File: src/design/rfo_fifo.sv
// ----------------------------------------------------------------------------
// rfo_fifo
// Small register queue with push/full and pop/empty sides.
// ----------------------------------------------------------------------------
module rfo_fifo #(
   parameter int DATA_W = 8,
   parameter int DEPTH  = 2
) (
   input  logic              clock,
   input  logic              reset,
   input  logic              push,
   input  logic [DATA_W-1:0] wdata,
   output logic              full,
   input  logic              pop,
   output logic [DATA_W-1:0] rdata,
   output logic              empty
);

   localparam int PTR_W = (DEPTH > 1) ? $clog2(DEPTH) : 1;
   localparam int CNT_W = $clog2(DEPTH + 1);

   logic [DATA_W-1:0] store_ff [DEPTH];
   logic [PTR_W-1:0]  wptr_ff, wptr_in;
   logic [PTR_W-1:0]  rptr_ff, rptr_in;
   logic [CNT_W-1:0]  count_ff, count_in;
   logic              do_push, do_pop;

   assign full    = (count_ff == CNT_W'(DEPTH));
   assign empty   = (count_ff == '0);
   assign do_push = push && !full;
   assign do_pop  = pop && !empty;
   assign rdata   = store_ff[rptr_ff];

   always_comb begin
      wptr_in  = wptr_ff;
      rptr_in  = rptr_ff;
      count_in = count_ff;
      if (do_push) begin
         wptr_in = (wptr_ff == PTR_W'(DEPTH - 1)) ? '0 : wptr_ff + 1'b1;
      end
      if (do_pop) begin
         rptr_in = (rptr_ff == PTR_W'(DEPTH - 1)) ? '0 : rptr_ff + 1'b1;
      end
      if (do_push && !do_pop) begin
         count_in = count_ff + 1'b1;
      end else if (do_pop && !do_push) begin
         count_in = count_ff - 1'b1;
      end
   end

   always_ff @(posedge clock) begin
      if (reset) begin
         wptr_ff  <= '0;
         rptr_ff  <= '0;
         count_ff <= '0;
      end else begin
         wptr_ff  <= wptr_in;
         rptr_ff  <= rptr_in;
         count_ff <= count_in;
      end
   end

   always_ff @(posedge clock) begin
      if (do_push) begin
         store_ff[wptr_ff] <= wdata;
      end
   end

endmodule

File: config.mk
export PLATFORM = sky130hd
export DESIGN_NAME = rfo_fifo
export DESIGN_NICKNAME = d
export VERILOG_FILES = /design/src/design/rfo_fifo.sv
export SDC_FILE = /design/constraint.sdc
export NUM_CORES = 1
export LEC_CHECK = 0
export ABC_AREA = 0
export ABC_CLOCK_PERIOD_IN_PS = 1500
export BUFFER_PORTS_ARGS = -buffer_cell sky130_fd_sc_hd__buf_4
export CAP_MARGIN = 25
export CORE_MARGIN = 2
export CORE_UTILIZATION = 44
export DETAILED_ROUTE_END_ITERATION = 12
export HOLD_SLACK_MARGIN = 0.06
export PLACE_DENSITY_LB_ADDON = 0.25
export SLEW_MARGIN = 20
export SYNTH_ARGS = -nofsm -noshare
export SYNTH_HDL_FRONTEND = slang
export SYNTH_SLANG_ARGS = --single-unit
File: constraint.sdc
create_clock -name clock -period 1.5 [get_ports clock]
set_clock_uncertainty 0.15 [all_clocks]
set_input_delay 0 -clock clock [delete_from_list [all_inputs] [get_ports clock]]
set_output_delay 0 -clock clock [all_outputs]
set_load 0.02 [all_outputs]
==> qor.yml <==
route:
  num_vias: 530
  detail-route-antenna-nets: 0
  viasPerCell: 4.569
  wirelength_mm: 1.456
  first_pass_iters: 3
  wl_per_cell_um: 12.55
  drtIter0Drc: 3
  drc: 0
clocking:
  numCtsBuffers: 3
  cts_sinks: 21
  post_cts.repair.setup_buffers: 0
  clk_latency_ns: 0.29
  clk_pin_slew_worst_paths_ns: 0.11
  clock_path_buffers: 2
  cts_tree: "done"
  root_buffer: "clkbuf_4"
  h-tree-depth: 1
hold_path:
  holdCritStartpoint: "reset"
  hold_end: "count_ff[1]$_SDFFE_PP0P_"
  holdPathStages: 3
  hold_class: "input port to flop"
flow_run:
  maxCapViolCount: 0
critical_path:
  rrSetupSlack_ns: -0.03
  startpoint_type: "flop"
  worstSetupPathType: "flop to flop"
  reg2reg_to: "count_ff[1]$_SDFFE_PP0P_"
  cp_data_arrival_time_ns: 1.61
  crit_fanout: 3
  r2r_start: "count_ff[1]$_SDFFE_PP0P_"
  required_ns: 1.58
  cp-end-kind: "flop"
  r2r_cells: 5
yosys:
  syn_area_sq_um: 793.3
  synth_top_area_cell: "edfxtp_1"
  syn_area_per_cell_sq_um: 15.87
  yosys_warnings: 0
  synth.area.top_cells: "edfxtp_1 61%, dfxtp_1 13%, mux2_2 11%"
  synthesis.nets: 63
  synthDistinctLibCells: 13
  synth.ff_latch_count: 21
  synth_top_area_share: 0.6057
  yosysSeqAreaShare: 0.7319
  syn_inst: 50
global_route:
  grt_usage: 0.1498
  antenna_found_initial: 0
  grt_pass1_vias: 541
  grt_first_pass_wirelength_mm: 2.104
  grt_max_degree: 13
  overflow: 0
finish:
  diodes: 0
  area_growth_pct: 52.84
  drive_gt1_frac: 0.5165
  fillers: 134
  post-route-util: 0.7099
  register_area_sq_um: 584.3
  design_area_sq_um: 1212
  multi_input_area_sq_um: 224.0
  final_nets: 105
sta:
  setup-violations-final: 1
  relSlewSlack: 0.8647
  drv_slew: 0
  layout_setup_ws_ns: -0.02997
  tightest_slew_ns: 0.2030
  max_clock_freq_ghz: 0.6536
  rsz0062_at_grt: "true"
  hold_viol_final: 0
  period_minus_slack_ns: 1.530
  finalCritPeriodShare: 1.020
  setup_tns_ns: -0.02997
power:
  power_density_nw_per_um2: 1541
  power_leakage_nw: 0.4851
  vdd_drop_max_mv: 0.9215
floorplanning:
  dieArea_sq_um: 2159
  fp.coreArea_sq_um: 1708
  num_io_pins: 22
  initial_core_util: 0.4645
  rows: 15
  chipHeight_um: 46.46
  fp.dieW_um: 46.46
status:
  violations: "negative setup slack"
  status: "finished, violations left"
placement:
  routabilityCongestion: 0.6856
  place_area_sq_um: 1055
  hpwlAfterDp_um: 956.9
  port_buffers: 21
routing by layer:
metal  global-route usage  part of all wire
met1               0.1436              0.38
met2               0.2639              0.53
met3              0.03922             0.043
met4               0.1200             0.042
met5                    0                 0
registers in the layout (all words and copies together) (netlist names), named ones only:
register and flops:
store_ff 16, count_ff 2, rptr_ff 1, wptr_ff 1
synthesized netlist by cell type (all sizes together):
cell and instances:
edfxtp 16, mux2 8, dfxtp 5, nor2 5
o21ai 3, xor2 3, a21oi 2, inv 2
or3 2, and2 1, buf 1, ha 1
nor2b 1
cell families after synthesis:
kind of cell,count (synthesis),share of synthesized area
AND/OR/NAND/NOR,9,0.05837
flip-flops,21,0.7319
XOR/XNOR,3,0.03313
adder cells (fa/ha/maj),1,0.01577
AO/OA/AOI/OAI,5,0.03154
buffers and inverters,3,0.01577
multiplexers,8,0.1136
placed cells by master, fill, tap and decap left out, drive strengths merged:
cell type	count
buf	27
edfxtp	16
dlygate4sd3	11
mux2	8
nor2	5
dfxtp	5
xor2	3
clkbuf	3
o21ai	3
or3	2
a21oi	2
inv	2
nor2b	1
and2	1
ha	1
clkinv	1
cell type report:
class	count	area share
Multi-Input combinational cell	26	0.1847
Clock inverter	1	0.004128
Clock buffer	3	0.01858
Tap cell	25	0.02580
Inverter	2	0.006192
Timing Repair Buffer	38	0.2786
Sequential cell	21	0.4819
worst max path at each step:
stage / startpoint / cells after the start / slack [ns] / endpoint
2_1_floorplan: count_ff[1]$_SDFFE_PP0P_ / 5 / -0.11 / count_ff[1]$_SDFFE_PP0P_
3_3_place_gp: count_ff[0]$_SDFFE_PP0P_ / 4 / -0.008 / count_ff[1]$_SDFFE_PP0P_
3_5_place_dp: count_ff[0]$_SDFFE_PP0P_ / 4 / -0.08 / count_ff[1]$_SDFFE_PP0P_
4_1_cts: count_ff[1]$_SDFFE_PP0P_ / 5 / -0.04 / count_ff[1]$_SDFFE_PP0P_
5_1_grt: count_ff[1]$_SDFFE_PP0P_ / 5 / -0.12 / count_ff[1]$_SDFFE_PP0P_
6_report: count_ff[1]$_SDFFE_PP0P_ / 5 / -0.03 / count_ff[1]$_SDFFE_PP0P_
metrics by stage:
stage                     std cells  setup slack [ns]  total power, mW  hold slack (ns)
final                           116          -0.02997            1.868           0.2823
after global routing            116           -0.1172            1.968           0.2759
after CTS                       116          -0.04025            1.883           0.2738
after detailed placement        101          -0.07591            1.571          0.03858
after global placement          101         -0.007749            1.552          0.03534
after floorplan                  50           -0.1135            1.231         -0.08835
critical path, stage by stage, from the launching register on:
cell	delay [ns]
dfxtp_2	0.35
nor2b_4	0.13
nor2_2	0.15
ha_4	0.22
or3_1	0.34
a21oi_1	0.13
repair_timing:
action	in CTS	in global routing
resized for setup	5	1
pin swaps	1	0
setup endpoints to repair	9	9
endpoints found under the hold margin	21	0
gates cloned	0	0
hold buffers	11	0
where the power goes:
group / total, mW / leakage, nW / switching, mW / internal, mW
clock network: 0.253 / 0.0177 / 0.154 / 0.0991
logic: 0.790 / 0.276 / 0.360 / 0.430
registers: 0.825 / 0.192 / 0.0750 / 0.750
Power figures use the tool's default switching activity.
