$ cat src/design/rfo_pkg.sv
// ----------------------------------------------------------------------------
// rfo_pkg
// Shared types and constants of the rectangle fill and outline rasterizer:
// command codes, style bytes, register indexes and the item structs.
// ----------------------------------------------------------------------------
package rfo_pkg;

   localparam int COORD_W   = 19;
   localparam int DIM_W     = 12;
   localparam int CSR_IDX_W = 2;
   localparam int CSR_DAT_W = 9;

   localparam logic [1:0] OP_DRAW  = 2'd0;
   localparam logic [1:0] OP_READ  = 2'd1;
   localparam logic [1:0] OP_CLEAR = 2'd2;

   localparam logic [7:0] STYLE_FILL    = 8'h52;
   localparam logic [7:0] STYLE_OUTLINE = 8'h72;

   localparam logic [CSR_IDX_W-1:0] CSR_WIDTH      = 2'd0;
   localparam logic [CSR_IDX_W-1:0] CSR_HEIGHT     = 2'd1;
   localparam logic [CSR_IDX_W-1:0] CSR_BACKGROUND = 2'd2;

   localparam logic [8:0] WIDTH_RESET      = 9'd256;
   localparam logic [8:0] HEIGHT_RESET     = 9'd256;
   localparam logic [7:0] BACKGROUND_RESET = 8'd32;

   typedef struct packed {
      logic [1:0]                op;
      logic                      rejected;
      logic                      outline;
      logic signed [COORD_W-1:0] x_lo;
      logic signed [COORD_W:0]   x_hi;
      logic signed [COORD_W-1:0] y_lo;
      logic signed [COORD_W:0]   y_hi;
      logic [7:0]                paint;
      logic [7:0]                col;
      logic [7:0]                row;
   } cmd_type;

   typedef struct packed {
      logic [8:0] width;
      logic [8:0] height;
      logic [7:0] background;
   } cfg_type;

   typedef struct packed {
      logic [7:0] pixel;
      logic       rejected;
      logic       any_error;
   } rsp_type;

endpackage

$ cat src/design/rfo_front.sv
// ----------------------------------------------------------------------------
// rfo_front
// Input stage: takes items, checks draw validity, forms the right and bottom
// edges and holds the classified command until the queue takes it.
// ----------------------------------------------------------------------------
module rfo_front (
   input  logic                             clock,
   input  logic                             reset,
   input  logic                             push,
   output logic                             full,
   input  logic [1:0]                       req_op,
   input  logic [7:0]                       req_style,
   input  logic signed [rfo_pkg::COORD_W-1:0] req_rect_x,
   input  logic signed [rfo_pkg::COORD_W-1:0] req_rect_y,
   input  logic signed [rfo_pkg::COORD_W-1:0] req_rect_w,
   input  logic signed [rfo_pkg::COORD_W-1:0] req_rect_h,
   input  logic [7:0]                       req_paint,
   input  logic [7:0]                       req_pixel_col,
   input  logic [7:0]                       req_pixel_row,
   output logic                             cmd_valid,
   output rfo_pkg::cmd_type                 cmd,
   input  logic                             cmd_full
);
   import rfo_pkg::*;

   logic    valid_ff, valid_in;
   cmd_type cmd_ff, cmd_in;
   logic    take;
   logic    bad_style, bad_size;

   assign full      = valid_ff && cmd_full;
   assign take      = push && !full;
   assign cmd_valid = valid_ff;
   assign cmd       = cmd_ff;

   assign bad_style = (req_style != STYLE_FILL) && (req_style != STYLE_OUTLINE);
   assign bad_size  = req_rect_w[COORD_W-1] || (req_rect_w == '0) ||
                      req_rect_h[COORD_W-1] || (req_rect_h == '0);

   always_comb begin
      valid_in = valid_ff;
      if (take) begin
         valid_in = 1'b1;
      end else if (valid_ff && !cmd_full) begin
         valid_in = 1'b0;
      end
      cmd_in.op       = req_op;
      cmd_in.rejected = (req_op == OP_DRAW) && (bad_style || bad_size);
      cmd_in.outline  = (req_style == STYLE_OUTLINE);
      cmd_in.x_lo     = req_rect_x;
      cmd_in.x_hi     = {req_rect_x[COORD_W-1], req_rect_x} +
                        {req_rect_w[COORD_W-1], req_rect_w};
      cmd_in.y_lo     = req_rect_y;
      cmd_in.y_hi     = {req_rect_y[COORD_W-1], req_rect_y} +
                        {req_rect_h[COORD_W-1], req_rect_h};
      cmd_in.paint    = req_paint;
      cmd_in.col      = req_pixel_col;
      cmd_in.row      = req_pixel_row;
   end

   always_ff @(posedge clock) begin
      if (reset) begin
         valid_ff <= 1'b0;
      end else begin
         valid_ff <= valid_in;
      end
   end

   always_ff @(posedge clock) begin
      if (take) begin
         cmd_ff <= cmd_in;
      end
   end

endmodule

$ cat config.mk
export PLATFORM = sky130hd
export DESIGN_NAME = rfo_front
export DESIGN_NICKNAME = d
export VERILOG_FILES = /design/src/design/rfo_pkg.sv /design/src/design/rfo_front.sv
export SDC_FILE = /design/constraint.sdc
export NUM_CORES = 1
export LEC_CHECK = 0
export BUFFER_PORTS_ARGS = -buffer_cell sky130_fd_sc_hd__buf_2
export CAP_MARGIN = 10
export CORE_ASPECT_RATIO = 0.6
export CORE_MARGIN = 2
export CORE_UTILIZATION = 52
export CTS_BUF_LIST = sky130_fd_sc_hd__clkbuf_4 sky130_fd_sc_hd__clkbuf_8 sky130_fd_sc_hd__clkbuf_16
export DETAILED_ROUTE_END_ITERATION = 10
export MAX_ROUTING_LAYER = met4
export PLACE_DENSITY = 0.87
export SKIP_LAST_GASP = 1
export SYNTH_ARGS = -nofsm -noshare
export SYNTH_HDL_FRONTEND = slang
export SYNTH_SLANG_ARGS = --single-unit
$ cat constraint.sdc
create_clock -name clock -period 13.6 [get_ports clock]
set_input_delay 1.36 -clock clock [delete_from_list [all_inputs] [get_ports clock]]
set_output_delay 1.36 -clock clock [all_outputs]
set_load 0.02 [all_outputs]
==> results by group, run 1 <==
Cells and area
  • Layout Nets: 785
  • Ratio of cells with drive above 1 in the final layout: 0.387
  • Non-Filler Instances: 772
  • Util after Layout: 0.697
  • Fill cell count: 718
  • Design area: 6910 sq um
  • FF+latch area: 3200 sq um
  • Area added between synthesis and finish: 29.6%
  • Area of the multi-input gates: 2070 sq um

Floorplanning
  • Die W: 135 um
  • Initial Utilization: 0.538
  • Area of the die: 11,100 sq um
  • Rows: 28
  • I/O Pins: 222
  • Core area: 9910 sq um
  • Die Height: 82.5 um

Timing
  • Slew Viols, Final: 0
  • Post-route setup slack: 10.36 ns
  • # setup viols final: 0
  • Final-report hold violation count: 0
  • Slew headroom: 0.531
  • Clock skew: 0.00699 ns
  • Peak Freq: 0.308 GHz
  • Tmin final: 3.24 ns
  • RSZ-0062 raised after global routing: false
  • Final worst path period share: 0.239
  • Worst hold margin: 0.701 ns
  • Pin slew with the least headroom to its limit: 0.703 ns
  • Setup TNS Final: 0 ns

Place
  • Placed cell areas: 6610 sq um
  • Hpwl dp: 11,400 um
  • Placed Instances: 755
  • Pre-CTS WS: 10.03 ns
  • I/O Buffers: 221
  • Final Wtd Congestion: 0.880

Setup path
  • CP Max Fanout: 4
  • Crit. End Element: flop
  • Crit Path Category: input port to flop
  • Worst Path Required: 13.69 ns
  • CP arrival: 3.34 ns
  • CP Launch Type: input port

Pwr
  • Leakage power: 2.99 nW
  • Total power draw: 0.870 mW
  • Worst VDD drop: 0.0822 mV
  • PD cells: 126 nW/um^2

Min path
  • Worst hold path type: flop to flop

Clock tree
  • Hold Buf Count CTS: 0
  • Clk slew on worst S/H paths: 0.07 ns
  • Cts bufs inserted: 9
  • CTS resizes: 0
  • Root buf cell: clkbuf_16
  • Longest Clk Path Bufs: 2
  • Post-CTS setup repair buffer count: 0
  • Clock Latency Late Sink: 0.34 ns
  • TritonCTS Sinks: 107
  • CTS tree: yes
  • CTS H-tree lvls: 3

Detailed routing
  • DR iter-0 viols: 444
  • Vias per Instance: 5.71
  • Wirelength, routed: 14,600 um
  • Vias: 4,411
  • Residual DRC count: 0
  • DR WL/cell: 18.9 um
  • Drt first pass iters: 5
  • Post-route ant nets: 0

Global route
  • Tot GR Track Use: 0.265
  • Initial antenna violation count: 1
  • Largest net degree at the start of global routing: 57
  • First-pass GRT wire length: 21,500 um
  • GRT overflow: 0
  • Vias in the first global route: 4,185

Synth
  • Synth area leaders: edfxtp_1 60%, ha_1 8.9%, xnor2_1 3.1%
  • FFs w/ async S/R, synth: 0
  • Synthesized area: 5330 sq um
  • Post-synth cell types: 50
  • Post-synth top cells: 106 x edfxtp_1, 38 x ha_1, 33 x a21oi_1, 20 x o21ai_0, 19 x xnor2_1
  • Sequential cell area fraction in the yosys report: 0.601
  • Synthesized area per cell: 13.2 sq um
  • Post-Syn Nets: 557
  • Cell taking the most area after synthesis: edfxtp_1
  • Top cell type's share of synthesized area: 0.597
  • Post-synth EDFFs: 106
  • Yosys reg bits: 107
  • Post-Synthesis Cells: 403
  • Most common cell in the netlist: edfxtp_1
  • Main flop type after synthesis: edfxtp_1
  • Synth warnings: 0

Run status
  • Outcome: completed

Run
  • Max cap viols: 0
==> report_power, final <==
group          total (mW)  leakage, nW  switching [mW]  internal, mW
sequential          0.407         1.03         0.00784         0.399
combinational       0.198         1.82           0.124        0.0731
clock               0.265        0.141           0.121         0.144
==> final cells by class <==
| type | instances | area share |
|---|---|---|
| well taps | 135 | 0.0244 |
| multi-input cells | 279 | 0.300 |
| diodes | 1 | 0.000362 |
| repair buffers | 223 | 0.162 |
| clock buffers | 9 | 0.0326 |
| flip-flops and latches | 107 | 0.463 |
| inverters | 11 | 0.00597 |
| clock inverters | 7 | 0.0112 |
==> state kept, by name, indices dropped and copies added (netlist names) <==
signal,cells
cmd,106
cmd_valid,1
==> final timing paths <==
| path | start | end | slack (ns) | cells after the start |
|---|---|---|---|---|
| min | cmd_valid | cmd_valid | 0.70 | 3 |
| max reg2reg | cmd_valid | cmd[52] | 11.40 | 4 |
| max | req_rect_y[0] | cmd[36] | 10.36 | 8 |
| min reg2reg | cmd_valid | cmd_valid | 0.70 | 3 |
==> metal layers <==
layer | global-route usage | up-vias | routed length (um)
met5 | - | - | 0
met4 | 0.0800 | 0 | 254
met3 | 0.0653 | 32 | 1390
met2 | 0.394 | 261 | 6420
met1 | 0.364 | 2058 | 6500
li1 | - | 2060 | -
==> layout by cell type (no fill, tap or decap), drive strengths merged, types with 6 or more instances in the layout <==
master / instances
a211oi: 9
a21o: 14
a21oi: 33
a31oi: 6
buf: 223
clkbuf: 9
edfxtp: 106
ha: 38
inv: 12
nand2: 18
nand3: 9
nor2: 16
nor4: 11
o21a: 7
o21ai: 21
o21bai: 7
xnor2: 19
xor2: 10
==> kinds of logic (layout without fill, tap and decap cells) <==
logic type | count (synthesis) | after routing | share of synthesized area
flops | 107 | 107 | 0.601
simple gates | 82 | 82 | 0.0805
buf+inv | 17 | 250 | 0.0122
compound gates | 125 | 125 | 0.157
mux | 3 | 3 | 0.00563
xor+xnor | 29 | 29 | 0.0476
fa+ha+maj | 40 | 40 | 0.0966
other cells | 0 | 1 | 0
==> worst max-delay path, cell delays in order <==
cell and delay, ns:
buf_2 0.11, ha_1 0.23, fa_1 0.44, a211o_1 0.32, a211o_2 0.36, a31oi_1 0.27, o21bai_1 0.11, xor2_1 0.15
Note: power is estimated with default switching activity, not from simulation.
==> run 2: changes to the inputs <==
- CORE_UTILIZATION: 52 -> 44
- PLACE_DENSITY: 0.87 -> 0.78
- clock period: 13.6 -> 2.94 ns (I/O delays scaled with it)
==> run 2 against run 1 <==
Compared with the run above: wire length fell by 0.30%; hold slack got worse by 0.59 ns; via count rose by 0.11%; combinational power rose to 4.7 times the previous value; sequential share of layout area fell by 0.19 points; clock power rose to 4.4 times the previous value; setup slack got worse by 9.8 ns; total power rose to 4.6 times the previous value; clock-buffer cell count rose by 1; sequential power rose to 4.6 times the previous value; flip-flop and latch count did not move.
==> results by group, run 2 (synthesis results as in run 1) <==
Timing
  • Peak Freq: 0.426 GHz
  • Slew headroom: 0.461 (-0.0699)
  • Final worst path period share: 0.798
  • Pin slew with the least headroom to its limit: 0.808 ns (+0.105 ns)
  • Slew Viols, Final: 0 (unchanged)
  • RSZ-0062 raised after global routing: false
  • # setup viols final: 0 (unchanged)
  • Setup TNS Final: 0 ns (unchanged)
  • Tmin final: 2.35 ns
  • Clock skew: 0.00612 ns (-0.000861 ns)
  • Final-report hold violation count: 0 (unchanged)
  • Post-route setup slack: 0.593 ns (-9.76 ns)

Clock tree
  • Cts bufs inserted: 9 (unchanged)
  • CTS H-tree lvls: 3 (unchanged)
  • CTS tree: yes
  • Clk slew on worst S/H paths: 0.08 ns (about the same)
  • Root buf cell: clkbuf_16
  • Clock Latency Late Sink: 0.33 ns (about the same)
  • Longest Clk Path Bufs: 2 (unchanged)
  • TritonCTS Sinks: 107 (unchanged)
  • CTS resizes: 0 (unchanged)
  • Hold Buf Count CTS: 0 (unchanged)
  • Post-CTS setup repair buffer count: 0 (unchanged)

Setup path
  • CP arrival: 2.43 ns (-0.91 ns)
  • Crit path max-delay cell type: fa_1
  • Crit. Startpoint: req_rect_y[0]
  • CP max stage delay: 0.44 ns (about the same)
  • Crit Path Category: input port to flop
  • Worst r2r dst: cmd[65]
  • R2R depth: 3 (-1)
  • Crit. End Element: flop
  • End point of the critical path: cmd[36]
  • CP Max Fanout: 4 (unchanged)
  • Worst Path Required: 3.03 ns (-10.66 ns)
  • Setup slack, reg-to-reg: 1.27 ns (-10.13 ns)
  • Crit Reg-Reg Startpoint: cmd_valid
  • CP Cell Sequence: buf_2 -> ha_1 -> fa_1 -> a211o_1 -> a211o_2 -> a31oi_1 -> o21bai_1 -> xor2_1
  • CP Launch Type: input port

Detailed routing
  • Wirelength, routed: 14,500 um (-0.30%)
  • DR iter-0 viols: 355 (-20%)
  • Drt first pass iters: 5 (unchanged)
  • Residual DRC count: 0 (unchanged)
  • Vias per Instance: 5.51 (-3.6%)
  • DR WL/cell: 18.1 um (-4.0%)
  • Vias: 4,416 (+0.11%)
  • Post-route ant nets: 0 (unchanged)

Place
  • Pre-CTS WS: 0.308 ns (-9.72 ns)
  • Hpwl dp: 11,500 um (+0.82%)
  • I/O Buffers: 221 (unchanged)
  • Final Wtd Congestion: 0.965 (+9.7%)

Pwr
  • Leakage power: 3.00 nW (+0.14%)
  • Worst VDD drop: 0.252 mV (+210%)
  • PD cells: 571 nW/um^2 (+350%)

Floorplanning
  • I/O Pins: 222 (unchanged)
  • Die Height: 89.3 um (+8.3%)
  • Core area: 11,900 sq um (+20%)
  • Initial Utilization: 0.446 (-0.0915)
  • Area of the die: 13,000 sq um (+17%)
  • Die W: 146 um (+8.5%)
  • Rows: 31 (+11%)

Cells and area
  • Most common cell after layout, fill and taps aside: buf_2
  • # diodes: 0 (-1)
  • Area added between synthesis and finish: 30.1%
  • Max reg flops: 106 (unchanged)
  • Layout Nets: 786 (+0.13%)
  • Most frequent cells in the layout: 221 x buf_2, 106 x edfxtp_1, 38 x ha_1
  • Ratio of cells with drive above 1 in the final layout: 0.389 (+0.00253)

Global route
  • GRT overflow: 0 (unchanged)
  • First-pass GRT wire length: 21,600 um (about the same)
  • Vias in the first global route: 3,958 (-5.4%)
  • Largest net degree at the start of global routing: 60 (+5.3%)
  • Initial antenna violation count: 0 (-1)
  • Tot GR Track Use: 0.224 (-0.0411)

Min path
  • Hold Crit Depth: 2 (-1)
  • Worst hold path type: input port to flop

Run
  • Max cap viols: 0 (unchanged)

Run status
  • Outcome: completed
## run 2: worst min-delay path by stage
stage | startpoint | endpoint | slack (ns)
after CTS | reset | cmd_valid | 0.1
final | reset | cmd_valid | 0.11
after detailed placement | reset | cmd_valid | 0.46
after floorplan | reset | cmd_valid | 0.37
after global placement | reset | cmd_valid | 0.45
after global routing | reset | cmd_valid | 0.10
## run 2: worst max-delay path: cells and delay by family
family          cells  cell delay [ns]
xor+xnor            1             0.16
buf+inv             1             0.12
fa+ha+maj           2             0.69
compound gates      4             1.18
## run 2: power by group
group          total [mW]  internal, mW  switching, mW
clock                1.16         0.603          0.556
sequential           1.88          1.85         0.0325
combinational       0.925         0.340          0.585
## run 2: cell type report
cell class	instances	area, sq um
fill	1011	5000
sequential	107	3200
multi-input combinational	279	2070
timing repair buffer	224	1130
clock buffer	10	233
tap	165	206
clock inverter	6	56.3
inverter	11	41.3
## run 2: through the flow
stage | hold slack, ns | utilization | power [mW] | std cells | instance area (sq um)
finish | 0.112 | 0.581 | 3.96 | 802 | 6940
floorplan | 0.366 | - | 2.48 | 403 | 5340
global route | 0.103 | 0.581 | 4.15 | 802 | 6940
detailed placement | 0.463 | 0.557 | 2.83 | 786 | 6650
CTS | 0.0965 | 0.581 | 4.00 | 802 | 6940
global placement | 0.450 | 0.557 | 2.80 | 786 | 6650
## run 2: per-layer routing
layer / vias to the layer above / routed length (um) / track usage
met2: 232 / 5950 / 0.298
met4: 0 / 157 / 0.0503
met5: - / 0 / -
met3: 15 / 1350 / 0.0536
met1: 2104 / 7070 / 0.341
li1: 2065 / - / -
